## src/hdl/rict_pkg.sv

```systemverilog
// shared constants, codes and types for the inode slot table
`default_nettype none
package rict_pkg;

    localparam int SLOT_COUNT = 64;
    localparam int KEY_BITS   = 16;
    localparam int COUNT_BITS = 16;
    localparam int SLOT_BITS  = $clog2(SLOT_COUNT);

    // fixed port widths
    localparam int INODE_W = 16;
    localparam int SLOT_W  = 6;
    localparam int STAT_W  = 2;

    localparam logic KIND_GET = 1'b0;
    localparam logic KIND_PUT = 1'b1;

    localparam logic [STAT_W-1:0] STAT_OK        = 2'd0;
    localparam logic [STAT_W-1:0] STAT_FULL      = 2'd1;
    localparam logic [STAT_W-1:0] STAT_PUT_FREE  = 2'd2;
    localparam logic [STAT_W-1:0] STAT_SATURATED = 2'd3;

    typedef enum logic [1:0] {
        ST_IDLE,
        ST_LOOKUP,
        ST_UPDATE
    } t_state;

    typedef struct packed {
        logic capture;
        logic lookup;
        logic update;
    } t_dp_cmd;

endpackage
`default_nettype wire

```

## src/hdl/rict_ram.sv

```systemverilog
// generic single-write, single-read ram with registered read data
`default_nettype none
module rict_ram #(
    parameter int WIDTH = 16,
    parameter int DEPTH = 64
) (
    input  wire logic                     i_clk,
    input  wire logic                     i_we,
    input  wire logic [$clog2(DEPTH)-1:0] i_waddr,
    input  wire logic [WIDTH-1:0]         i_wdata,
    input  wire logic [$clog2(DEPTH)-1:0] i_raddr,
    output logic      [WIDTH-1:0]         o_rdata
);

    logic [WIDTH-1:0] r_mem [DEPTH];

    always_ff @(posedge i_clk) begin
        if (i_we) begin
            r_mem[i_waddr] <= i_wdata;
        end
        o_rdata <= r_mem[i_raddr];
    end

endmodule
`default_nettype wire

```

## src/hdl/rict_ctrl.sv

```systemverilog
// request sequencer: capture, lookup, count update
`default_nettype none
module rict_ctrl (
    input  wire logic             i_clk,
    input  wire logic             i_rst_n,
    input  wire logic             start,
    output logic                  busy,
    output rict_pkg::t_dp_cmd     o_cmd
);
    import rict_pkg::*;

    t_state r_state;
    t_state n_state;

    always_ff @(posedge i_clk) begin
        if (!i_rst_n) begin
            r_state <= ST_IDLE;
        end else begin
            r_state <= n_state;
        end
    end

    always_comb begin
        n_state = r_state;
        case (r_state)
            ST_IDLE: begin
                if (start) begin
                    n_state = ST_LOOKUP;
                end
            end
            ST_LOOKUP: n_state = ST_UPDATE;
            ST_UPDATE: n_state = ST_IDLE;
            default:   n_state = ST_IDLE;
        endcase
    end

    always_comb begin
        o_cmd = '0;
        busy  = 1'b1;
        case (r_state)
            ST_IDLE: begin
                busy        = 1'b0;
                o_cmd.capture = start;
            end
            ST_LOOKUP: o_cmd.lookup = 1'b1;
            ST_UPDATE: o_cmd.update = 1'b1;
            default:   busy = 1'b0;
        endcase
    end

endmodule
`default_nettype wire

```

## src/hdl/rict_dp.sv

```systemverilog
// slot key cells, in-use bits, lookup encoders, count ram and result registers
`default_nettype none
module rict_dp (
    input  wire logic                            i_clk,
    input  wire logic                            i_rst_n,
    input  wire rict_pkg::t_dp_cmd               i_cmd,
    input  wire logic                            i_kind,
    input  wire logic [rict_pkg::INODE_W-1:0]    i_inode_number,
    input  wire logic [rict_pkg::SLOT_W-1:0]     i_slot_index,
    input  wire logic                            i_no_links,
    output logic                                 o_valid,
    output logic      [rict_pkg::SLOT_W-1:0]     o_slot_out,
    output logic                                 o_hit,
    output logic                                 o_load_needed,
    output logic                                 o_released,
    output logic                                 o_free_on_disk,
    output logic      [rict_pkg::STAT_W-1:0]     o_status
);
    import rict_pkg::*;

    // captured request
    logic                  r_kind;
    logic [KEY_BITS-1:0]   r_key;
    logic [SLOT_W-1:0]     r_slot_idx;
    logic                  r_no_links;

    // table state
    logic [KEY_BITS-1:0]   r_keys [SLOT_COUNT];
    logic [SLOT_COUNT-1:0] r_used;

    // lookup results
    logic [SLOT_BITS-1:0]  r_sel;
    logic                  r_hit;
    logic                  r_full;
    logic                  r_put_free;

    logic [SLOT_BITS-1:0]  n_sel;
    logic                  n_hit;
    logic                  n_full;
    logic                  n_put_free;

    logic [SLOT_COUNT-1:0] match_vec;
    logic [SLOT_BITS-1:0]  hit_idx;
    logic [SLOT_BITS-1:0]  free_idx;
    logic                  any_hit;
    logic                  any_free;

    logic                  cnt_we;
    logic [COUNT_BITS-1:0] cnt_wdata;
    logic [COUNT_BITS-1:0] cnt_rdata;

    logic                  r_valid;
    logic [SLOT_W-1:0]     r_slot_out;
    logic                  r_res_hit;
    logic                  r_res_load;
    logic                  r_res_rel;
    logic                  r_res_dfree;
    logic [STAT_W-1:0]     r_status;

    always_ff @(posedge i_clk) begin
        if (i_cmd.capture) begin
            r_kind     <= i_kind;
            r_key      <= i_inode_number[KEY_BITS-1:0];
            r_slot_idx <= i_slot_index;
            r_no_links <= i_no_links;
        end
    end

    // parallel key compare over in-use slots
    always_comb begin
        for (int i = 0; i < SLOT_COUNT; i++) begin
            match_vec[i] = r_used[i] && (r_keys[i] == r_key);
        end
    end

    // lowest matching slot and lowest free slot
    always_comb begin
        hit_idx  = '0;
        free_idx = '0;
        any_hit  = 1'b0;
        any_free = 1'b0;
        for (int i = SLOT_COUNT - 1; i >= 0; i--) begin
            if (match_vec[i]) begin
                hit_idx = SLOT_BITS'(i);
                any_hit = 1'b1;
            end
            if (!r_used[i]) begin
                free_idx = SLOT_BITS'(i);
                any_free = 1'b1;
            end
        end
    end

    always_comb begin
        n_sel      = r_sel;
        n_hit      = 1'b0;
        n_full     = 1'b0;
        n_put_free = 1'b0;
        if (r_kind == KIND_PUT) begin
            n_sel      = r_slot_idx[SLOT_BITS-1:0];
            n_put_free = (32'(r_slot_idx) >= SLOT_COUNT) ||
                         !r_used[r_slot_idx[SLOT_BITS-1:0]];
        end else if (any_hit) begin
            n_sel = hit_idx;
            n_hit = 1'b1;
        end else if (any_free) begin
            n_sel = free_idx;
        end else begin
            n_sel  = '0;
            n_full = 1'b1;
        end
    end

    always_ff @(posedge i_clk) begin
        if (i_cmd.lookup) begin
            r_sel      <= n_sel;
            r_hit      <= n_hit;
            r_full     <= n_full;
            r_put_free <= n_put_free;
        end
    end

    rict_ram #(
        .WIDTH (COUNT_BITS),
        .DEPTH (SLOT_COUNT)
    ) u_count_ram (
        .i_clk   (i_clk),
        .i_we    (cnt_we),
        .i_waddr (r_sel),
        .i_wdata (cnt_wdata),
        .i_raddr (n_sel),
        .o_rdata (cnt_rdata)
    );

    // count update and result for the beat
    always_comb begin
        cnt_we    = 1'b0;
        cnt_wdata = '0;
        if (i_cmd.update) begin
            if (r_kind == KIND_GET) begin
                if (r_hit) begin
                    cnt_we    = (cnt_rdata != {COUNT_BITS{1'b1}});
                    cnt_wdata = cnt_rdata + COUNT_BITS'(1);
                end else if (!r_full) begin
                    cnt_we    = 1'b1;
                    cnt_wdata = COUNT_BITS'(1);
                end
            end else if (!r_put_free) begin
                cnt_we    = 1'b1;
                cnt_wdata = cnt_rdata - COUNT_BITS'(1);
            end
        end
    end

    always_ff @(posedge i_clk) begin
        if (i_cmd.update && r_kind == KIND_GET && !r_hit && !r_full) begin
            r_keys[r_sel] <= r_key;
        end
    end

    always_ff @(posedge i_clk) begin
        if (!i_rst_n) begin
            r_used  <= '0;
            r_valid <= 1'b0;
        end else begin
            r_valid <= i_cmd.update;
            if (i_cmd.update) begin
                if (r_kind == KIND_GET && !r_hit && !r_full) begin
                    r_used[r_sel] <= 1'b1;
                end else if (r_kind == KIND_PUT && !r_put_free &&
                             cnt_rdata == COUNT_BITS'(1)) begin
                    r_used[r_sel] <= 1'b0;
                end
            end
        end
    end

    always_ff @(posedge i_clk) begin
        if (i_cmd.update) begin
            r_slot_out  <= SLOT_W'(r_sel);
            r_res_hit   <= 1'b0;
            r_res_load  <= 1'b0;
            r_res_rel   <= 1'b0;
            r_res_dfree <= 1'b0;
            r_status    <= STAT_OK;
            if (r_kind == KIND_GET) begin
                if (r_hit) begin
                    r_res_hit <= 1'b1;
                    if (cnt_rdata == {COUNT_BITS{1'b1}}) begin
                        r_status <= STAT_SATURATED;
                    end
                end else if (r_full) begin
                    r_slot_out <= '0;
                    r_status   <= STAT_FULL;
                end else begin
                    r_res_load <= 1'b1;
                end
            end else begin
                r_slot_out <= r_slot_idx;
                if (r_put_free) begin
                    r_status <= STAT_PUT_FREE;
                end else if (cnt_rdata == COUNT_BITS'(1)) begin
                    r_res_rel   <= 1'b1;
                    r_res_dfree <= r_no_links;
                end
            end
        end
    end

    assign o_valid        = r_valid;
    assign o_slot_out     = r_slot_out;
    assign o_hit          = r_res_hit;
    assign o_load_needed  = r_res_load;
    assign o_released     = r_res_rel;
    assign o_free_on_disk = r_res_dfree;
    assign o_status       = r_status;

    a_claim_marks_used: assert property (@(posedge i_clk) disable iff (!i_rst_n)
        o_valid && o_load_needed |-> r_used[o_slot_out[SLOT_BITS-1:0]])
        else $error("claimed slot not marked in use");

    a_release_clears_used: assert property (@(posedge i_clk) disable iff (!i_rst_n)
        o_valid && o_released |-> !r_used[o_slot_out[SLOT_BITS-1:0]])
        else $error("released slot still marked in use");

    a_full_means_all_used: assert property (@(posedge i_clk) disable iff (!i_rst_n)
        o_valid && o_status == STAT_FULL |-> &r_used)
        else $error("table full reported with a free slot");

    a_flags_exclusive: assert property (@(posedge i_clk) disable iff (!i_rst_n)
        o_valid |-> !(o_hit && o_load_needed) && (!o_free_on_disk || o_released))
        else $error("inconsistent result flags");

    a_strobe_after_update: assert property (@(posedge i_clk) disable iff (!i_rst_n)
        i_cmd.update |=> o_valid)
        else $error("update without result strobe");

endmodule
`default_nettype wire

```

## src/hdl/refcounted_inode_cache_table_core.sv

```systemverilog
// top level of the reference-counted inode slot table
//
// Usage:
// - A request beat is taken at a rising edge where start is high and busy is
//   low. i_kind selects get (look up i_inode_number) or put (release
//   i_slot_index, with i_no_links telling whether the disk inode goes too).
// - Each request gives exactly one result beat: o_valid is high for one cycle
//   with o_slot_out, o_hit, o_load_needed, o_released, o_free_on_disk and
//   o_status. The receiver cannot stall; the result must be taken that cycle.
// - After capture, a request passes the lookup state and then the update
//   state, which registers the result. busy is high in both, so a new request
//   is taken only after both, even in the cycle its predecessor's result shows.
// - The steps are a lookup (parallel key compare over all slots plus
//   lowest-match and lowest-free encoders, which also addresses the count
//   ram read) and an update that takes the registered count and writes
//   the new value back through the ram's write port.
// - Reset (i_rst_n low, synchronous) frees every slot at once through the
//   per-slot in-use bits; no clearing pass is needed, busy is low after reset.
`default_nettype none
module refcounted_inode_cache_table_core (
    input  wire logic                         i_clk,
    input  wire logic                         i_rst_n,
    input  wire logic                         start,
    output logic                              busy,
    input  wire logic                         i_kind,
    input  wire logic [rict_pkg::INODE_W-1:0] i_inode_number,
    input  wire logic [rict_pkg::SLOT_W-1:0]  i_slot_index,
    input  wire logic                         i_no_links,
    output logic                              o_valid,
    output logic      [rict_pkg::SLOT_W-1:0]  o_slot_out,
    output logic                              o_hit,
    output logic                              o_load_needed,
    output logic                              o_released,
    output logic                              o_free_on_disk,
    output logic      [rict_pkg::STAT_W-1:0]  o_status
);
    import rict_pkg::*;

    t_dp_cmd dp_cmd;

    rict_ctrl u_ctrl (
        .i_clk   (i_clk),
        .i_rst_n (i_rst_n),
        .start   (start),
        .busy    (busy),
        .o_cmd   (dp_cmd)
    );

    rict_dp u_dp (
        .i_clk          (i_clk),
        .i_rst_n        (i_rst_n),
        .i_cmd          (dp_cmd),
        .i_kind         (i_kind),
        .i_inode_number (i_inode_number),
        .i_slot_index   (i_slot_index),
        .i_no_links     (i_no_links),
        .o_valid        (o_valid),
        .o_slot_out     (o_slot_out),
        .o_hit          (o_hit),
        .o_load_needed  (o_load_needed),
        .o_released     (o_released),
        .o_free_on_disk (o_free_on_disk),
        .o_status       (o_status)
    );

endmodule
`default_nettype wire
```

## config.mk

```make
export PLATFORM = sky130hd
export DESIGN_NAME = refcounted_inode_cache_table_core
export DESIGN_NICKNAME = d
export VERILOG_FILES = /design/src/hdl/rict_pkg.sv /design/src/hdl/rict_ram.sv /design/src/hdl/rict_ctrl.sv /design/src/hdl/rict_dp.sv /design/src/hdl/refcounted_inode_cache_table_core.sv
export SDC_FILE = /design/constraint.sdc
export NUM_CORES = 2
export LEC_CHECK = 0
export BUFFER_PORTS_ARGS = -buffer_cell sky130_fd_sc_hd__buf_2
export CORE_MARGIN = 8
export CORE_UTILIZATION = 40
export DETAILED_ROUTE_END_ITERATION = 16
export GPL_TIMING_DRIVEN = 0
export PLACE_DENSITY = 0.54
export REMOVE_ABC_BUFFERS = 1
export SETUP_SLACK_MARGIN = 0.5
export SYNTH_ARGS = -nofsm -noshare
export SYNTH_HDL_FRONTEND = slang
export SYNTH_SLANG_ARGS = --single-unit
```

## constraint.sdc

```tcl
create_clock -name i_clk -period 7.7 [get_ports i_clk]
set_input_delay 1.54 -clock i_clk [delete_from_list [all_inputs] [get_ports i_clk]]
set_output_delay 1.54 -clock i_clk [all_outputs]
set_load 0.01 [all_outputs]
```

Word-level counts from Yosys, hierarchy flattened

Memories as Yosys holds them, arrays and structs flattened. A register that Yosys moved wholly into a read port is not among the register bits.
Index checks and enable logic that the tools add are counted.

Register bits: 112
Bits in writable memories: 2048
Output and inout port bits: 14
Logic and storage cells: 480
Memories kept: 2

Memory list:

| name                   | depth | bits a word | rd ports | clocked after Yosys merged registers in | wr ports | RTL line       | source |
|---|---|---|---|---|---|---|---|
| u_dp.r_keys            | 64    | 16          | 64       | 0                                       | 1        | rict_dp.sv:28  | `logic [KEY_BITS-1:0] r_keys [SLOT_COUNT];` |
| u_dp.u_count_ram.r_mem | 64    | 16          | 1        | 1                                       | 1        | rict_ram.sv:15 | `logic [WIDTH-1:0] r_mem [DEPTH];` |

$add $sub $neg: 2
$lt $le $gt $ge: 3
Equality and inequality tests: 70
Multiplexer cells: 297
Bitwise logic cells: 5
Reductions and logical operators: 84

Operators with widths:

| kind                    | number |
|---|---|
| $eq A16 B16 Y1          | 64 |
| $mux W6                 | 134 |
| $mux W1                 | 149 |
| $mux W64                | 2 |
| $logic_and A1 B1 Y1     | 72 |
| $and A64 B64 Y64        | 1 |
| $mux W16                | 4 |
| $not A64 Y64            | 1 |
| $or A64 B64 Y64         | 1 |
| $add A16 B1 Y16 const B | 1 |
| $eq A16 B1 Y1 const B   | 1 |
| $eq A16 B16 Y1 const B  | 1 |
| $ne A16 B16 Y1 const B  | 1 |
| $sub A16 B1 Y16 const B | 1 |
| $lt A6 B7 Y1 const B    | 2 |
| $mux W2                 | 5 |
| $reduce_or A2 Y1        | 4 |
| $bmux W1 S6             | 1 |
| $demux W1 S6            | 1 |
| $ge A6 B1 Y1 const B    | 1 |
| $logic_not A1 Y1        | 4 |
| $pmux W2 S2             | 1 |
| $reduce_or A3 Y1        | 1 |
| $eq A2 B1 Y1 const B    | 1 |
| other kinds (6)         | 7 |

Depth between registers and ports, before layout

An unclocked memory read counts as a cell.

Word-level depth: 69
Mapped depth: 24
Mapped depth without buffers: 15

By module

Synthesis repeated with hierarchy kept, for this count alone.

Cell total of the unflattened synthesis: 5712
Area total of the unflattened synthesis: 93525.9 um2

Modules (own cells, without submodules):

| module    | instances | cells each | area an instance (um2) |
|---|---|---|---|
| rict_dp   | 1         | 3866       | 53322.4 |
| rict_ram  | 1         | 1829       | 40042.2 |
| rict_ctrl | 1         | 17         | 161.4 |

Worst setup path before layout

No wires, ideal clock.

Path type: reg2reg
Start point: register u_dp.r_key[11]
End point: register u_dp.u_count_ram.o_rdata[1], read port of u_dp.u_count_ram.r_mem
Arrival: 5027 ps
Data required time: 7566 ps
Path slack: 2539 ps
Stages on the path, launching flop included: 21
Path buffers: 6
Period minus slack after synthesis: 5161 ps
Cell sequence: edfxtp_1 -> buf_4 -> buf_6 -> buf_6 -> buf_6 -> xor2_1 -> nor4_1 -> nand4_1 -> nand4_1 -> nor4_2 -> nand3_2 -> o31ai_1 -> and2b_4 -> inv_2 -> buf_6 -> buf_2 -> mux2i_1 -> o22ai_1 -> a221oi_1 -> o2111ai_1 -> or4_1

Cells in the longest elaborated chain, start to end: 68
Elaborated cells on any way between the ends: 258
Those cells by class: eq/ne (64); mux (130); reduce/logical (64)

RTL lines:

| what                                                    | RTL line       | source |
|---|---|---|
| start, declared                                         | rict_dp.sv:23  | `logic [KEY_BITS-1:0] r_key;` |
| start signal, assigned                                  | rict_dp.sv:63  | `r_key <= i_inode_number[KEY_BITS-1:0];` |
| $eq A16 B16 Y1                                          | rict_dp.sv:72  | `match_vec[i] = r_used[i] && (r_keys[i] == r_key);` |
| $logic_and A1 B1 Y1                                     | rict_dp.sv:72  |  |
| $mux W6 / $mux W1 (equally long branches) (64 in a row) | rict_dp.sv:83  | `if (match_vec[i]) begin` |
| $mux W6 *                                               | rict_dp.sv:103 | `end else if (any_hit) begin` |
| $mux W6 *                                               | rict_dp.sv:99  | `if (r_kind == KIND_PUT) begin` |
| end, declared                                           | rict_ram.sv:12 | `output logic [WIDTH-1:0] o_rdata` |

Mark *: on every way between the ends. The rest lies on a longest branch, timed or not.
A chain may end at the register's enable or synchronous reset.

Worst setup path in the final report

Start point: register u_dp.r_key[2]
End point: register u_dp.u_count_ram.o_rdata[12], read port of u_dp.u_count_ram.r_mem

The elaborated chain is that of the path after synthesis.

==> flow_metrics.tcl <==
set metrics [dict create \
    cts_sinks 2176 \
    r2r-start "u_dp.r_key[2]$_DFFE_PP_" \
    wl_per_cell_um 26.87 \
    grt_overflow_total 0 \
    portBuffers 40 \
    h-tree-depth 4 \
    critPathBufInv 9 \
    finalCritPeriodShare_pct 92.83 \
    grt_use_total_pct 20.74 \
    syn_area_sq_um 94470 \
    crit_path_top_delay_cell "nor2_1" \
    cp.required_ns 8.51 \
    wl_mm 268.0 \
    die_h_um 502.0 \
    slowest_delay_ns 1.05 \
    min_from "u_dp.r_no_links$_DFFE_PP_" \
    final_util_pct 47.50 \
    yosysMostFrequentCell "edfxtp_1" \
    place.gp.congestion 0.8512 \
    yosysTopAreaCell "edfxtp_1" \
    fin_setup_tns_ns 0 \
    area_delta_synth_final_pct 18.13 \
    core_sq_um 235000 \
    crit_start "u_dp.r_key[2]$_DFFE_PP_" \
    viasPerCell 5.569 \
    cpMostUsedCell "buf_16" \
    ys_seq_elements 2176 \
    cpLargestDelayFamily "simple AND/OR/NAND/NOR gates" \
    rsz0062_at_grt "true" \
    synthArstFlopShare_pct 0 \
    power_density_nw_per_um2 246.5 \
    fin_cells 9972 \
    drive_gt1_share_pct 14.36 \
    yosysUniqueCellTypes 98 \
    p_total_mw 27.51 \
    finalSetupViolCount 0 \
    maxCapViolCount 0 \
    worstMarginPinSlew_ns 1.407 \
    startpoint_type "register" \
    ir_worst_vdd_v 0.0002318 \
    period_minus_slack_ns 7.148 \
    grt_first_pass_wirelength_mm 388.3 \
    dieArea_sq_um 252000 \
    synth_ff_type "edfxtp_1" \
    ioPinCount 41 \
    ys_warn_count 0 \
    final_max_slew_viol_count 0 \
    syn_avg_cell_area_sq_um 14.90 \
    synth_edf_count 2093 \
    yosysSeqAreaShare_pct 68.29 \
    antenna_left 0 \
    drc_errors 0 \
    syn_inst 6342 \
    fin_nets 6648 \
    place_inst 9492 \
    vias 55530 \
    leakagePower_nw 37.21 \
    finClkSkew_ns 0.04503 \
    end_kind "register" \
    grt_pass1_vias 55000 \
    finish.instance_area_sq_um 111600 \
    cp.arrival_ns 7.96 \
    min_path_type "register to register" \
    hold_viol 0 \
    drtIter0Drc 4968 \
    cts_buffers 225 \
    crit_fanout 22 \
    initial_utilization_pct 40.21 \
    clk_latency_ns 0.88 \
    synth_top_area_share_pct 66.53 \
    path_clk_slew_ns 0.06 \
    hold_ws_ns 0.5366 \
    clockBufferDepth 3 \
    tritoncts "done" \
    status "complete, no violations" \
    postPlaceCellArea_sq_um 103300 \
    drt_pre_antenna_iters 6 \
    hpwl_mm 183.7 \
    netlist_top_cells_area "edfxtp_1 67%, xnor2_1 4.9%, xor2_1 4.6%" \
    worst_slack_ns 0.5522 \
    relSlewSlack_pct 5.833 \
    critical_path_class "register to register" \
    chipWidth_um 502.0 \
    worstPathCellList "buf_16 > buf_16 > buf_16 > buf_16 > buf_16 > xor2_1 > or4_1 > nor3b_1 > nand4_1 > nand2_1 > a211o_1 > a221oi_2 > o311a_1 > a21oi_4 > buf_12 > buf_12 > buf_16 > inv_4 > nor2_1 > a221o_1 > a21oi_1 > o2111ai_1 > or4_1" \
    grt_max_degree 74 \
    netlist_top_cells_count "2093 x edfxtp_1, 532 x xnor2_1, 495 x xor2_1, 388 x mux2i_1, 355 x nand2_1" \
    fmax_mhz 139.9 \
    antenna_found_initial 6 \
    ctsRootBufferMaster "clkbuf_16" \
    place_ws_ns -0.9870 \
    row_count 178 \
]
-- cells by family after synthesis --
| kind of cell | Yosys count | synth area share, % |
|---|---|---|
| flip-flops | 2176 | 68.29 |
| AND/OR/NAND/NOR | 1680 | 9.657 |
| XOR/XNOR | 1027 | 9.521 |
| AO/OA/AOI/OAI | 625 | 4.838 |
| multiplexers | 463 | 5.255 |
| buffers and inverters | 363 | 2.338 |
| adder cells (fa/ha/maj) | 8 | 0.1060 |
-- path summary, 6_finish.rpt --
check / endpoint / slack (ns) / cells past startpoint
hold reg to reg: u_dp.o_free_on_disk$_SDFFCE_PP0P_ / 0.54 / 1
setup reg to reg: u_dp.u_count_ram.o_rdata[12]$_DFF_P_ / 0.55 / 23
hold / removal: u_dp.o_free_on_disk$_SDFFCE_PP0P_ / 0.54 / 1
setup / recovery: u_dp.u_count_ram.o_rdata[12]$_DFF_P_ / 0.55 / 23
-- registers in the layout (all words and copies together) (netlist names), 2 cells and up, named ones only --
register / count
u_dp.r_keys: 1024
u_dp.u_count_ram.o_rdata: 16
u_dp.r_sel: 6
u_dp.r_key: 16
u_dp.o_slot_out: 6
u_dp.r_slot_idx: 6
u_ctrl.r_state: 2
u_dp.o_status: 2
u_dp.u_count_ram.r_mem: 1024
-- final cells by class --
| type | instances | area, sq um |
|---|---|---|
| fillers | 20080 | 123400 |
| flip-flops and latches | 2176 | 64510 |
| multi-input cells | 3804 | 28420 |
| repair buffers | 357 | 6905 |
| clock buffers | 287 | 6033 |
| well taps | 3150 | 3941 |
| clock inverters | 143 | 1579 |
| inverters | 49 | 196.4 |
| diodes | 6 | 15.01 |
-- power breakdown --
part	total [mW]	internal (mW)	switching (mW)
sequential	13.3	13.2	0.130
combinational	3.07	1.22	1.85
clock	11.2	6.44	4.72
-- routing by layer --
metal / global-route usage, % / routed length (um) / vias to the layer above
li1: - / - / 25020
met1: 27.64 / 114400 / 28400
met2: 34.26 / 127700 / 1684
met3: 4.288 / 17210 / 424
met4: 6.313 / 8587 / 6
met5: 0.2854 / 41 / -
-- repair_timing --
item / 4_1_cts / 5_1_grt
setup buffers: 30 / 6
cloned: 1 / 0
hold buffers: 0 / 0
resized for setup: 22 / 18
pin swaps: 5 / 3
endpoints found under the setup margin: 16 / 12
-- cells in the final DEF, fill, tap and decap left out, types with 26 or more instances in the layout --
| cell | instances |
|---|---|
| dfxtp_1 | 83 |
| o21ai_0 | 58 |
| nand2_1 | 351 |
| a22oi_1 | 32 |
| clkbuf_16 | 225 |
| nor2_1 | 129 |
| nor4_1 | 185 |
| buf_4 | 40 |
| and3_1 | 41 |
| bufinv_16 | 26 |
| nand3_1 | 217 |
| buf_16 | 168 |
| nand4_1 | 251 |
| a21oi_1 | 70 |
| buf_8 | 68 |
| nor3_1 | 85 |
| inv_1 | 46 |
| edfxtp_1 | 2093 |
| buf_12 | 34 |
| o22ai_1 | 58 |
| xor2_1 | 495 |
| clkinv_1 | 51 |
| xnor2_1 | 532 |
| mux2i_1 | 388 |
| clkinv_2 | 43 |
| a31oi_1 | 26 |
| buf_2 | 40 |
| nor4b_1 | 43 |
| mux2_2 | 53 |
| o21a_1 | 116 |
| nor2_2 | 108 |
| or4_1 | 40 |
| clkbuf_1 | 45 |
(Power assumes the default switching activity.)
